$ cat src/rtl/assert_macros.svh
// assertion macros used by the rtl top level
`ifndef ASSERT_MACROS_SVH
`define ASSERT_MACROS_SVH

// same-cycle implication, sampled on clk, off during reset
`define AADC_ASSERT_IMPL(lbl, ante, cons, msg) \
  lbl: assert property (@(posedge clk) disable iff (!rst_n) (ante) |-> (cons)) \
    else $error(msg);

// next-cycle implication, sampled on clk, off during reset
`define AADC_ASSERT_NEXT(lbl, ante, cons, msg) \
  lbl: assert property (@(posedge clk) disable iff (!rst_n) (ante) |=> (cons)) \
    else $error(msg);

`endif

$ cat src/rtl/aadc_pkg.sv
// shared constants and types of the axis conditioner
`timescale 1ns / 1ps
`default_nettype none

package aadc_pkg;

  // raw sample is sign extended from this many low bits of the input field
  localparam int SAMPLE_BITS    = 16;
  localparam int RAW_W          = 16;
  localparam int VAL_W          = 16;
  // internal values carry one more bit so that 1.0 is representable
  localparam int FRAC_W         = VAL_W + 1;
  localparam int DEADZONE_LIMIT = 32768;
  localparam int CENTER_Q16     = 32768;
  localparam int ONE_Q16        = 65536;
  // smallest usable deadzone gap, 0.0001 in Q0.16 rounded up
  localparam int MIN_GAP        = 7;
  localparam int SCALE_STEPS    = VAL_W;
  localparam int DZ_STEPS       = $clog2(CENTER_Q16);
  localparam int CFG_IDX_W      = 3;
  localparam int CFG_DATA_W     = 16;

  typedef enum logic [CFG_IDX_W-1:0] {
    CFG_AXIS_ENABLE     = 3'd0,
    CFG_AXIS_MIN        = 3'd1,
    CFG_AXIS_MAX        = 3'd2,
    CFG_GAIN            = 3'd3,
    CFG_DEADZONE        = 3'd4,
    CFG_DEADZONE_ENABLE = 3'd5,
    CFG_REVERSE         = 3'd6
  } cfg_idx_t;

  typedef struct packed {
    logic               axis_enable;
    logic signed [15:0] axis_min;
    logic signed [15:0] axis_max;
    logic [15:0]        gain;
    logic [14:0]        deadzone;
    logic               deadzone_enable;
    logic               reverse;
  } cfg_t;

  // scaled fraction leaving the range divider
  typedef struct packed {
    logic              span_err;
    logic [FRAC_W-1:0] s;
  } scaled_t;

  // fraction after deadzone shaping
  typedef struct packed {
    logic              span_err;
    logic              snap;
    logic [FRAC_W-1:0] s;
  } shaped_t;

endpackage

`default_nettype wire

$ cat src/rtl/aadc_scale.sv
// gain multiply, offset and range division to a Q0.16 fraction
`timescale 1ns / 1ps
`default_nettype none

module aadc_scale (
  input  wire logic                  clk,
  input  wire logic                  rst_n,
  input  wire logic                  en,
  input  wire logic                  in_vld,
  input  wire logic [aadc_pkg::RAW_W-1:0] raw,
  input  wire aadc_pkg::cfg_t        cfg,
  output logic                       out_vld,
  output aadc_pkg::scaled_t          out_data
);

  localparam int N     = aadc_pkg::SCALE_STEPS;
  localparam int DVS_W = aadc_pkg::VAL_W + 8;
  localparam int SB    = aadc_pkg::SAMPLE_BITS;

  typedef enum logic [1:0] {
    SK_DIV  = 2'd0,
    SK_ZERO = 2'd1,
    SK_FULL = 2'd2
  } kind_t;

  typedef struct packed {
    kind_t kind;
    logic  span_err;
  } tag_t;

  // static range terms; config is to change only while idle, a rule on the user that this block leaves unchecked
  logic signed [16:0] span;
  logic               span_neg;
  logic [16:0]        span_abs;
  logic [DVS_W-1:0]   dvs;
  logic signed [33:0] min_sh;

  assign span     = {cfg.axis_max[15], cfg.axis_max} - {cfg.axis_min[15], cfg.axis_min};
  assign span_neg = span[16];
  assign span_abs = span_neg ? (~span + 17'd1) : span;
  assign dvs      = {span_abs[15:0], 8'd0};
  assign min_sh   = {{10{cfg.axis_min[15]}}, cfg.axis_min, 8'd0};

  // stage 1: raw times gain
  logic signed [16:0] raw_x;
  logic signed [16:0] gain_x;
  logic signed [33:0] prod_nxt;
  logic               vld1_r;
  logic signed [33:0] prod_r;

  assign raw_x    = {{(17-SB){raw[SB-1]}}, raw[SB-1:0]};
  assign gain_x   = {1'b0, cfg.gain};
  assign prod_nxt = raw_x * gain_x;

  // stage 2: remove the minimum, fold the span sign into the numerator
  logic signed [33:0] num_nxt;
  logic               vld2_r;
  logic signed [33:0] num_r;

  assign num_nxt = span_neg ? (min_sh - prod_r) : (prod_r - min_sh);

  // stage 3: classify against 0 and 1.0, seed the divider
  logic               nonpos;
  logic               full;
  tag_t               tag_nxt;

  assign nonpos = num_r[33] || (num_r == '0);
  assign full   = num_r[32:0] >= {9'd0, dvs};

  always_comb begin
    tag_nxt.span_err = (span == '0);
    if (span == '0) begin
      tag_nxt.kind = SK_ZERO;
    end else if (nonpos) begin
      tag_nxt.kind = SK_ZERO;
    end else if (full) begin
      tag_nxt.kind = SK_FULL;
    end else begin
      tag_nxt.kind = SK_DIV;
    end
  end

  // restoring divider, one quotient bit per stage
  logic             vld_r [0:N];
  tag_t             tag_r [0:N];
  logic [DVS_W-1:0] rem_r [0:N];
  logic [N-1:0]     quo_r [0:N];
  logic [DVS_W:0]   dbl   [1:N];
  logic             ge    [1:N];
  logic [DVS_W-1:0] rem_nxt [1:N];
  logic [N-1:0]     quo_nxt [1:N];

  always_comb begin
    for (int k = 1; k <= N; k++) begin
      dbl[k]     = {rem_r[k-1], 1'b0};
      ge[k]      = dbl[k] >= {1'b0, dvs};
      rem_nxt[k] = ge[k] ? DVS_W'(dbl[k] - {1'b0, dvs}) : dbl[k][DVS_W-1:0];
      quo_nxt[k] = {quo_r[k-1][N-2:0], ge[k]};
    end
  end

  // final stage: pick 0, 1.0 or the quotient
  logic                      vldo_r;
  aadc_pkg::scaled_t         out_r;
  aadc_pkg::scaled_t         out_nxt;

  always_comb begin
    out_nxt.span_err = tag_r[N].span_err;
    unique case (tag_r[N].kind)
      SK_ZERO: out_nxt.s = '0;
      SK_FULL: out_nxt.s = aadc_pkg::FRAC_W'(aadc_pkg::ONE_Q16);
      SK_DIV:  out_nxt.s = {1'b0, quo_r[N]};
      default: out_nxt.s = '0;
    endcase
  end

  // valid bits
  always_ff @(posedge clk) begin
    if (!rst_n) begin
      vld1_r <= 1'b0;
      vld2_r <= 1'b0;
      vldo_r <= 1'b0;
      for (int k = 0; k <= N; k++) begin
        vld_r[k] <= 1'b0;
      end
    end else if (en) begin
      vld1_r   <= in_vld;
      vld2_r   <= vld1_r;
      vld_r[0] <= vld2_r;
      for (int k = 1; k <= N; k++) begin
        vld_r[k] <= vld_r[k-1];
      end
      vldo_r <= vld_r[N];
    end
  end

  // payload
  always_ff @(posedge clk) begin
    if (en) begin
      prod_r   <= prod_nxt;
      num_r    <= num_nxt;
      tag_r[0] <= tag_nxt;
      rem_r[0] <= num_r[DVS_W-1:0];
      quo_r[0] <= '0;
      for (int k = 1; k <= N; k++) begin
        tag_r[k] <= tag_r[k-1];
        rem_r[k] <= rem_nxt[k];
        quo_r[k] <= quo_nxt[k];
      end
      out_r <= out_nxt;
    end
  end

  assign out_vld  = vldo_r;
  assign out_data = out_r;

endmodule

`default_nettype wire

$ cat src/rtl/aadc_deadzone.sv
// deadzone snap and rescale of the Q0.16 fraction
`timescale 1ns / 1ps
`default_nettype none

module aadc_deadzone (
  input  wire logic              clk,
  input  wire logic              rst_n,
  input  wire logic              en,
  input  wire logic              in_vld,
  input  wire aadc_pkg::scaled_t in_data,
  input  wire aadc_pkg::cfg_t    cfg,
  output logic                   out_vld,
  output aadc_pkg::shaped_t      out_data
);

  localparam int N = aadc_pkg::DZ_STEPS;
  localparam int W = aadc_pkg::FRAC_W;
  localparam logic [W-1:0] LIMIT  = W'(aadc_pkg::DEADZONE_LIMIT);
  localparam logic [W-1:0] CENTER = W'(aadc_pkg::CENTER_Q16);
  localparam logic [W-1:0] MINGAP = W'(aadc_pkg::MIN_GAP);

  typedef enum logic [1:0] {
    DM_PASS = 2'd0,
    DM_SNAP = 2'd1,
    DM_SAT  = 2'd2,
    DM_DIV  = 2'd3
  } mode_t;

  typedef struct packed {
    mode_t        mode;
    logic         above;
    logic         span_err;
    logic [W-1:0] s;
  } tag_t;

  // static deadzone terms
  logic [W-1:0] dz;
  logic         act;
  logic [W-1:0] gap;
  logic         gap_ok;

  assign dz     = W'(cfg.deadzone);
  assign act    = cfg.deadzone_enable && (cfg.deadzone != '0) && (dz < LIMIT);
  assign gap    = LIMIT - dz;
  assign gap_ok = gap >= MINGAP;

  // stage 1: distance from center
  logic         above_nxt;
  logic [W-1:0] mag_nxt;
  logic         v1_r;
  logic         above1_r;
  logic         err1_r;
  logic [W-1:0] s1_r;
  logic [W-1:0] mag1_r;

  assign above_nxt = in_data.s > CENTER;
  assign mag_nxt   = above_nxt ? (in_data.s - CENTER) : (CENTER - in_data.s);

  // stage 2: inside test and distance past the edge
  logic         v2_r;
  logic         above2_r;
  logic         err2_r;
  logic         snap2_r;
  logic [W-1:0] s2_r;
  logic [W-1:0] r2_r;

  // stage 3: choose how the value is formed
  tag_t tag_nxt;

  always_comb begin
    tag_nxt.above    = above2_r;
    tag_nxt.span_err = err2_r;
    tag_nxt.s        = s2_r;
    priority if (err2_r || !act) begin
      tag_nxt.mode = DM_PASS;
    end else if (snap2_r) begin
      tag_nxt.mode = DM_SNAP;
    end else if (!gap_ok) begin
      tag_nxt.mode = DM_PASS;
    end else if (r2_r >= gap) begin
      tag_nxt.mode = DM_SAT;
    end else begin
      tag_nxt.mode = DM_DIV;
    end
  end

  // restoring divider for the rescale offset, one bit per stage
  logic         vld_r [0:N];
  tag_t         tag_r [0:N];
  logic [W-1:0] rem_r [0:N];
  logic [N-1:0] quo_r [0:N];
  logic [W:0]   dbl   [1:N];
  logic         ge    [1:N];
  logic [W-1:0] rem_nxt [1:N];
  logic [N-1:0] quo_nxt [1:N];

  always_comb begin
    for (int k = 1; k <= N; k++) begin
      dbl[k]     = {rem_r[k-1], 1'b0};
      ge[k]      = dbl[k] >= {1'b0, gap};
      rem_nxt[k] = ge[k] ? W'(dbl[k] - {1'b0, gap}) : dbl[k][W-1:0];
      quo_nxt[k] = {quo_r[k-1][N-2:0], ge[k]};
    end
  end

  // final stage: pass, snap to center, or apply the offset on the proper side of center
  logic [W-1:0]      off;
  aadc_pkg::shaped_t out_nxt;
  aadc_pkg::shaped_t out_r;
  logic              vldo_r;

  assign off = (tag_r[N].mode == DM_SAT) ? CENTER : W'(quo_r[N]);

  always_comb begin
    out_nxt.span_err = tag_r[N].span_err;
    out_nxt.snap     = (tag_r[N].mode == DM_SNAP);
    unique case (tag_r[N].mode)
      DM_PASS:         out_nxt.s = tag_r[N].s;
      DM_SNAP:         out_nxt.s = CENTER;
      DM_SAT, DM_DIV:  out_nxt.s = tag_r[N].above ? (CENTER + off) : (CENTER - off);
      default:         out_nxt.s = tag_r[N].s;
    endcase
  end

  // valid bits
  always_ff @(posedge clk) begin
    if (!rst_n) begin
      v1_r   <= 1'b0;
      v2_r   <= 1'b0;
      vldo_r <= 1'b0;
      for (int k = 0; k <= N; k++) begin
        vld_r[k] <= 1'b0;
      end
    end else if (en) begin
      v1_r     <= in_vld;
      v2_r     <= v1_r;
      vld_r[0] <= v2_r;
      for (int k = 1; k <= N; k++) begin
        vld_r[k] <= vld_r[k-1];
      end
      vldo_r <= vld_r[N];
    end
  end

  // payload
  always_ff @(posedge clk) begin
    if (en) begin
      above1_r <= above_nxt;
      err1_r   <= in_data.span_err;
      s1_r     <= in_data.s;
      mag1_r   <= mag_nxt;
      above2_r <= above1_r;
      err2_r   <= err1_r;
      s2_r     <= s1_r;
      snap2_r  <= act && !err1_r && (mag1_r < dz);
      r2_r     <= mag1_r - dz;
      tag_r[0] <= tag_nxt;
      rem_r[0] <= r2_r;
      quo_r[0] <= '0;
      for (int k = 1; k <= N; k++) begin
        tag_r[k] <= tag_r[k-1];
        rem_r[k] <= rem_nxt[k];
        quo_r[k] <= quo_nxt[k];
      end
      out_r <= out_nxt;
    end
  end

  assign out_vld  = vldo_r;
  assign out_data = out_r;

endmodule

`default_nettype wire

$ cat src/rtl/analog_axis_deadzone_conditioner.sv
// top level of the analog axis conditioner: config registers, pipeline, output stage
`timescale 1ns / 1ps
`default_nettype none

// Conditions one raw joystick axis sample per request: gain (Q8.8), offset by
// the axis minimum, division by the axis span into an unsigned Q0.16 fraction
// clamped to 0..1.0, optional deadzone snap and rescale around center, optional
// reversal, 1.0 saturating to 65535. One request is taken every cycle while no
// stalled result holds the pipeline; each result passes through the two
// bit-per-stage restoring dividers (16 stages for the range division, 15 for
// the deadzone rescale) plus the multiplier and the classify stages. A stall
// on the result side freezes the whole pipeline. Requests seen while the axis
// is disabled are taken and give no result. Write the registers only while no
// request is in flight.

`include "assert_macros.svh"

module analog_axis_deadzone_conditioner (
  input  wire logic                            clk,
  input  wire logic                            rst_n,
  input  wire logic                            cfg_we,
  input  wire logic [aadc_pkg::CFG_IDX_W-1:0]  cfg_index,
  input  wire logic [aadc_pkg::CFG_DATA_W-1:0] cfg_wdata,
  input  wire logic                            in_valid,
  output logic                                 in_stall,
  input  wire logic [aadc_pkg::RAW_W-1:0]      in_raw_sample,
  output logic                                 out_valid,
  input  wire logic                            out_stall,
  output logic [aadc_pkg::VAL_W-1:0]           out_axis_value,
  output logic                                 out_in_deadzone,
  output logic                                 out_span_error
);

  localparam int W = aadc_pkg::FRAC_W;

  // configuration registers
  aadc_pkg::cfg_t cfg_r;

  always_ff @(posedge clk) begin
    if (!rst_n) begin
      cfg_r.axis_enable     <= 1'b0;
      cfg_r.axis_min        <= 16'sd0;
      cfg_r.axis_max        <= 16'sd255;
      cfg_r.gain            <= 16'd256;
      cfg_r.deadzone        <= 15'd0;
      cfg_r.deadzone_enable <= 1'b0;
      cfg_r.reverse         <= 1'b0;
    end else if (cfg_we) begin
      unique case (aadc_pkg::cfg_idx_t'(cfg_index))
        aadc_pkg::CFG_AXIS_ENABLE:     cfg_r.axis_enable     <= cfg_wdata[0];
        aadc_pkg::CFG_AXIS_MIN:        cfg_r.axis_min        <= cfg_wdata;
        aadc_pkg::CFG_AXIS_MAX:        cfg_r.axis_max        <= cfg_wdata;
        aadc_pkg::CFG_GAIN:            cfg_r.gain            <= cfg_wdata;
        aadc_pkg::CFG_DEADZONE:        cfg_r.deadzone        <= cfg_wdata[14:0];
        aadc_pkg::CFG_DEADZONE_ENABLE: cfg_r.deadzone_enable <= cfg_wdata[0];
        aadc_pkg::CFG_REVERSE:         cfg_r.reverse         <= cfg_wdata[0];
        default: ;
      endcase
    end
  end

  // pipeline advance
  logic out_vld_r;
  logic en;

  assign en       = !(out_vld_r && out_stall);
  assign in_stall = !en;

  // range scaling
  logic              sc_vld;
  aadc_pkg::scaled_t sc_data;

  aadc_scale u_scale (
    .clk      (clk),
    .rst_n    (rst_n),
    .en       (en),
    .in_vld   (in_valid && en && cfg_r.axis_enable),
    .raw      (in_raw_sample),
    .cfg      (cfg_r),
    .out_vld  (sc_vld),
    .out_data (sc_data)
  );

  // deadzone shaping
  logic              dz_vld;
  aadc_pkg::shaped_t dz_data;

  aadc_deadzone u_deadzone (
    .clk      (clk),
    .rst_n    (rst_n),
    .en       (en),
    .in_vld   (sc_vld),
    .in_data  (sc_data),
    .cfg      (cfg_r),
    .out_vld  (dz_vld),
    .out_data (dz_data)
  );

  // reverse, saturate, zero on span error and register the result
  logic [W-1:0]                rev;
  logic [aadc_pkg::VAL_W-1:0]  val_nxt;
  logic [aadc_pkg::VAL_W-1:0]  val_r;
  logic                        snap_r;
  logic                        err_r;

  assign rev = cfg_r.reverse ? (W'(aadc_pkg::ONE_Q16) - dz_data.s) : dz_data.s;

  always_comb begin
    priority if (dz_data.span_err) begin
      val_nxt = '0;
    end else if (rev[W-1]) begin
      val_nxt = '1;
    end else begin
      val_nxt = rev[aadc_pkg::VAL_W-1:0];
    end
  end

  always_ff @(posedge clk) begin
    if (!rst_n) begin
      out_vld_r <= 1'b0;
    end else if (en) begin
      out_vld_r <= dz_vld;
    end
  end

  always_ff @(posedge clk) begin
    if (en) begin
      val_r  <= val_nxt;
      snap_r <= dz_data.snap;
      err_r  <= dz_data.span_err;
    end
  end

  assign out_valid       = out_vld_r;
  assign out_axis_value  = val_r;
  assign out_in_deadzone = snap_r;
  assign out_span_error  = err_r;

  // checks
  `AADC_ASSERT_IMPL(a_span_err_zero, out_valid && out_span_error, (out_axis_value == '0) && !out_in_deadzone, "span error result not zero")
  `AADC_ASSERT_IMPL(a_snap_center, out_valid && out_in_deadzone, out_axis_value == aadc_pkg::VAL_W'(aadc_pkg::CENTER_Q16), "snapped value off center")
  `AADC_ASSERT_IMPL(a_snap_needs_enable, out_valid && !cfg_r.deadzone_enable, !out_in_deadzone, "snap with deadzone disabled")
  `AADC_ASSERT_NEXT(a_stall_holds, out_valid && out_stall, out_valid && $stable({out_axis_value, out_in_deadzone, out_span_error}), "stalled result changed")

endmodule

`default_nettype wire

$ cat config.mk
export PLATFORM = sky130hd
export DESIGN_NAME = analog_axis_deadzone_conditioner
export DESIGN_NICKNAME = d
export VERILOG_FILES = /design/src/rtl/aadc_pkg.sv /design/src/rtl/aadc_scale.sv /design/src/rtl/aadc_deadzone.sv /design/src/rtl/analog_axis_deadzone_conditioner.sv
export VERILOG_INCLUDE_DIRS = /design/src /design/src/rtl
export SDC_FILE = /design/constraint.sdc
export NUM_CORES = 2
export LEC_CHECK = 0
export BUFFER_PORTS_ARGS = -buffer_cell sky130_fd_sc_hd__buf_2
export CORE_AREA = 2 2 472 334
export CTS_CLUSTER_SIZE = 30
export DETAILED_ROUTE_END_ITERATION = 16
export DIE_AREA = 0 0 474 336
export PLACE_DENSITY = 0.73
export RECOVER_POWER = 100
export SYNTH_ARGS = -nofsm -noshare
export SYNTH_HDL_FRONTEND = slang
export SYNTH_SLANG_ARGS = --single-unit
$ cat constraint.sdc
create_clock -name clk -period 71.7 [get_ports clk]
set_input_delay 14.34 -clock clk [delete_from_list [all_inputs] [get_ports clk]]
set_output_delay 14.34 -clock clk [all_outputs]
set_load 0.01 [all_outputs]
Yosys cells after proc, flatten, opt, wreduce, memory -nomap -nowiden

Memory sizes are Yosys's and may differ from the RTL's. A register that Yosys moved wholly into a read port is not among the register bits.
Cells that the tools add are included.

Output and inout port bits: 20
Register bits: 267
Logic and storage cells: 277
Memories: 8
RAM bits: 1612
Bits of input ports: 40

Reduce and logical (&&, ||, !) cells: 30
Muxes and demuxes: 84
Multipliers: 1
Add/subtract/negate cells: 42
Eq/ne operators: 10
$lt $le $gt $ge: 37
Bitwise logic cells: 34

Memories:

| memory           | words | width | rd ports | clocked after Yosys merged registers in | wr ports | RTL line            | text |
|---|---|---|---|---|---|---|---|
| u_scale.rem_r    | 17    | 24    | 16       | 0                                       | 17       | aadc_scale.sv:86    | `logic [DVS_W-1:0] rem_r [0:N];` |
| u_deadzone.tag_r | 16    | 21    | 16       | 0                                       | 16       | aadc_deadzone.sv:89 | `tag_t tag_r [0:N];` |
| u_deadzone.rem_r | 16    | 17    | 15       | 0                                       | 16       | aadc_deadzone.sv:90 | `logic [W-1:0] rem_r [0:N];` |
| u_scale.quo_r    | 17    | 16    | 17       | 0                                       | 17       | aadc_scale.sv:87    | `logic [N-1:0] quo_r [0:N];` |
| u_deadzone.quo_r | 16    | 15    | 16       | 0                                       | 16       | aadc_deadzone.sv:91 | `logic [N-1:0] quo_r [0:N];` |
| u_scale.tag_r    | 17    | 3     | 17       | 0                                       | 17       | aadc_scale.sv:85    | `tag_t tag_r [0:N];` |
| +2 memories      | --    | --    | --       | --                                      | --       | --                  |  |

Operators by type and width:

| cell                                                                   | count |
|---|---|
| 25-bit by 24-bit >= comparator with 1-bit output                       | 16 |
| 24-bit 2-to-1 mux                                                      | 16 |
| 24-bit subtractor                                                      | 16 |
| 17-bit 2-to-1 mux                                                      | 18 |
| 18-bit by 17-bit >= comparator with 1-bit output                       | 15 |
| 17-bit subtractor                                                      | 15 |
| 17-bit case mux with 3 select lines                                    | 1 |
| 16-bit 2-to-1 mux                                                      | 3 |
| 1-bit 2-to-1 mux                                                       | 38 |
| 34-bit zero test                                                       | 1 |
| 34-bit 2-to-1 mux                                                      | 1 |
| 17-bit case mux with 2 select lines                                    | 1 |
| 16-bit by 17-bit subtractor with 17-bit output, first input constant   | 2 |
| 24-bit by 34-bit subtractor with 34-bit output                         | 1 |
| 34-bit by 24-bit subtractor with 34-bit output                         | 1 |
| 33-bit by 24-bit >= comparator with 1-bit output                       | 1 |
| 16-bit by 17-bit multiplier with 33-bit output                         | 1 |
| 1-bit OR                                                               | 33 |
| 16-bit by 17-bit adder with 17-bit output, first input constant        | 1 |
| 17-bit >= comparator                                                   | 1 |
| 17-bit by 3-bit >= comparator with 1-bit output, second input constant | 1 |
| 17-bit by 16-bit > comparator with 1-bit output, second input constant | 1 |
| 17-bit zero test                                                       | 1 |
| 17-bit by 15-bit < comparator with 1-bit output                        | 1 |
| other kinds (22)                                                       | 52 |

Depth between registers and ports, before layout

Depth after elaboration: 8
Gate-level depth with buffers: 27
Gate-level depth less buffers: 24

By module

From an unflattened synthesis, not the netlist that was laid out.

Cell total of the unflattened synthesis: 7730
Area total of the unflattened synthesis: 88971.6 um2

Modules (own cells, without submodules):

| module                           | seq. area each (um2) | cells an instance | instances | area an instance (um2) |
|---|---|---|---|---|
| aadc_scale                       | 17506.8              | 4194              | 1         | 44969.4 |
| aadc_deadzone                    | 24533.5              | 3144              | 1         | 40438.8 |
| analog_axis_deadzone_conditioner | 1881.8               | 392               | 1         | 3563.4 |

Worst setup path before layout

No wires, ideal clock.

Kind: input to register
Start point: input out_stall
End point: memory u_deadzone.vld_r[9], data pin
Stages: 3
Path slack: 16.848 ns
Setup time: 0.341 ns
Path buffers: 1
Data arrival time: 54.511 ns
Path through: nand2_1 > clkbuf_1 > and3_1

RTL lines:

| item        | RTL line                               | text |
|---|---|---|
| from (decl) | analog_axis_deadzone_conditioner.sv:28 | `input wire logic out_stall,` |
| to (decl)   | aadc_deadzone.sv:88                    | `logic vld_r [0:N];` |

==> flow_summary.toml <==
[worst_hold_path]
worstHoldEndpoint = "u_scale.tag_r[0][11]$_DFFE_PN_"
min_path_cells = 0
hp-class = "flop to flop"
worstHoldStart = "u_scale.tag_r[0][8]$_DFFE_PN_"

[timing]
finalClockSkew_ns = 0.0540
final_hold_viol_count = 0
max_clock_freq_mhz = 28.5
setup_viol = 0
worstMarginPinSlew_ns = 10.48
slew_viol_final = 1707
slew_headroom = -5.99
rsz0062_at_grt = "no"
period_needed_ns = 35.09
tns_ns = 0
post-route-period-util = 0.489

[power_and_ir_drop]
ir_drop_mv = 0.0472
p_per_area_nw_per_um2 = 49.3
cellLeakagePower_nw = 38.6

[yosys]
ys_ff_latch = 1490
synthCells = 7531
synth_fp_nets = 8517
synth-edff-count = 1408
netlist_area_um2 = 87700
synth-main-ff-cell = "edfxtp_1"
ys_seq_area_frac = 0.501
yosysUniqueCellTypes = 99
yosys.area.top_type = "edfxtp_1"
syn_avg_cell_area_um2 = 11.7
synthArstFlopShare = 0
synthTopCellsByArea = "edfxtp_1 48%, ha_1 10%, fa_1 4.8%, mux2_2 3.2%, xnor2_1 3.0%"
ys_warn_count = 0
synth.top_cell.area_share = 0.482

[setup_path]
cp-end-kind = "flop"
r2r_slack_ns = 49.95
crit_path_max_incr_delay_ns = 7.54
worstPathRequired_ns = 71.75
cp.arrival_ns = 35.15
crit_family = "buffers and inverters"
timing.rr.start = "out_valid$_SDFFE_PN0N_"
critPathKind = "primary input to flop"
crit_path_max_fanout = 217
path_cells = "buf_2, nand2_1, clkbuf_1, clkbuf_1, clkbuf_1, clkbuf_1"
path_common_cell = "clkbuf_1"
ff2ff_path_depth = 5
worst_r2r_endpoint = "u_deadzone.tag_r[1][51]$_DFFE_PN_"
critPathLaunchType = "primary input"
crit_buf_inv = 5
critPathSlowestCell = "clkbuf_1"

[final_layout]
final_cell_mix = "1,408 x edfxtp_1, 734 x ha_1, 654 x nand2_1"
multiInputGateArea_um2 = 41300
fill_cells = 12007
fin_cells = 9843
area_growth_pct = 8.54
layout_commonest_cell = "edfxtp_1"
seq_area_um2 = 43900
drive_above_1_share = 0.0763
nNetsFinal = 8613

[die]
num_rows = 121
ios = 60
dieArea_um2 = 159000
core_area_um2 = 155000
die_w_um = 474
die_h_um = 336
initial_core_util = 0.568

[global_route]
first_global_vias = 55536
overflow = 0
grt_pass1_wl_mm = 308
grt_use_total = 0.245
grt_max_degree = 218
antenna_found_initial = 11

[route]
routed_wl_mm = 196
dr.pass1.iters = 6
drt_iter0_drc = 5046
routed_via_density = 5.94
drc = 0
vias = 58425
wl_per_cell_um = 20.0
ant_nets = 0

[placement]
detailed_place_hpwl_mm = 136
place_congestion = 0.899
io_buffers = 59
dp.cells = 9573

[status]
violations = "capacitance limit, slew limit"
status = "finished, violations left"

[clock_tree]
cts_tree = "done"
numCtsBuffers = 143
clkLatencyLatePin_ns = 0.81
cts_root_buf = "clkbuf_16"
cts.clk_slew.worst_paths_ns = 0.06
htree_levels = 4
ctsResizeCount = 0
post-cts-setup-buffer-count = 0
cts.sinks = 1490
postCtsHoldBufs = 0
cts_buffer_depth = 3

[run]
cap_violations = 22
worst max path at each step:
stage	start	endpoint	cells past startpoint
3_3_place_gp	out_stall	in_stall	4
6_report	out_stall	u_deadzone.tag_r[1][51]$_DFFE_PN_	6
2_1_floorplan	out_stall	u_deadzone.vld_r[9]$_DFFE_PP_	3
5_1_grt	out_stall	u_scale.quo_r[0][216]$_DFFE_PN_	6
3_5_place_dp	out_stall	in_stall	4
4_1_cts	out_stall	in_stall	4
layout make-up:
cell class,count,share of cell area
Multi-Input combinational cell,5365,0.433
Inverter,496,0.0195
Sequential cell,1490,0.461
Clock inverter,92,0.0115
Antenna cell,5,0.000131
Clock buffer,173,0.0397
Timing Repair Buffer,131,0.00709
Tap cell,2091,0.0275
flip-flops by register name (all words and copies together) (netlist names), 16 cells and up:
register / count
u_deadzone.tag_r: 336
u_scale.rem_r: 292
u_deadzone.rem_r: 255
u_scale.quo_r: 136
u_deadzone.quo_r: 120
cfg_r: 66
u_scale.tag_r: 51
u_scale.num_r: 34
u_scale.prod_r: 33
u_deadzone.out_data: 19
u_scale.out_data: 18
u_deadzone.mag1_r: 17
u_deadzone.r2_r: 17
u_deadzone.s2_r: 17
u_scale.vld_r: 17
out_axis_value: 16
u_deadzone.s1_r: 16
u_deadzone.vld_r: 16
layer usage:
metal | wire length (µm) | track usage | up-vias
met5 | 0 | 0 | -
met2 | 85900 | 0.371 | 1681
met3 | 12700 | 0.0364 | 303
li1 | - | - | 27896
met1 | 93400 | 0.368 | 28545
met4 | 4430 | 0.0646 | 0
synth_stat cells (all sizes together) (21+ instances only):
library cell,n
edfxtp,1408
ha,734
nand2,654
inv,493
a21oi,464
nor2,450
o21ai,338
xnor2,302
mux2,252
fa,212
a21o,205
and2,173
xor2,164
nand3,145
nor3,130
clkbuf,125
a21boi,105
nand4,93
dfxtp,82
o21a,80
nor2b,75
nand2b,70
o21bai,69
a211oi,59
buf,55
o31ai,53
and3,50
a31oi,44
nor4,42
or3,42
mux2i,40
o211ai,35
or4,21
kinds of logic after synthesis:
kind of cell	after synthesis	synth area share
flops	1490	0.501
xor+xnor	466	0.0466
simple gates	2034	0.112
mux	292	0.0369
compound gates	1627	0.120
fa+ha+maj	946	0.153
buf+inv	676	0.0304
report_power, final:
part / internal (mW) / total, mW / switching (mW)
clock: 0.445 / 0.788 / 0.343
sequential: 1.44 / 1.61 / 0.171
combinational: 1.02 / 2.30 / 1.28
total: 2.90 / 4.70 / 1.79
per-stage QoR:
stage | instance area, µm² | power [mW] | utilization | worst slack (ns) | hold WS [ns]
final | 95200 | 4.70 | 0.616 | 36.61 | 0.394
after global routing | 95200 | 5.02 | 0.616 | 34.08 | 0.405
after CTS | 95500 | 4.70 | 0.618 | 41.77 | 0.395
after detailed placement | 90600 | 3.88 | 0.586 | 41.77 | 0.405
after global placement | 90600 | 3.80 | 0.586 | 41.83 | 0.400
after floorplan | 87700 | 3.33 | - | 16.85 | 0.400
(Power assumes the default switching activity.)
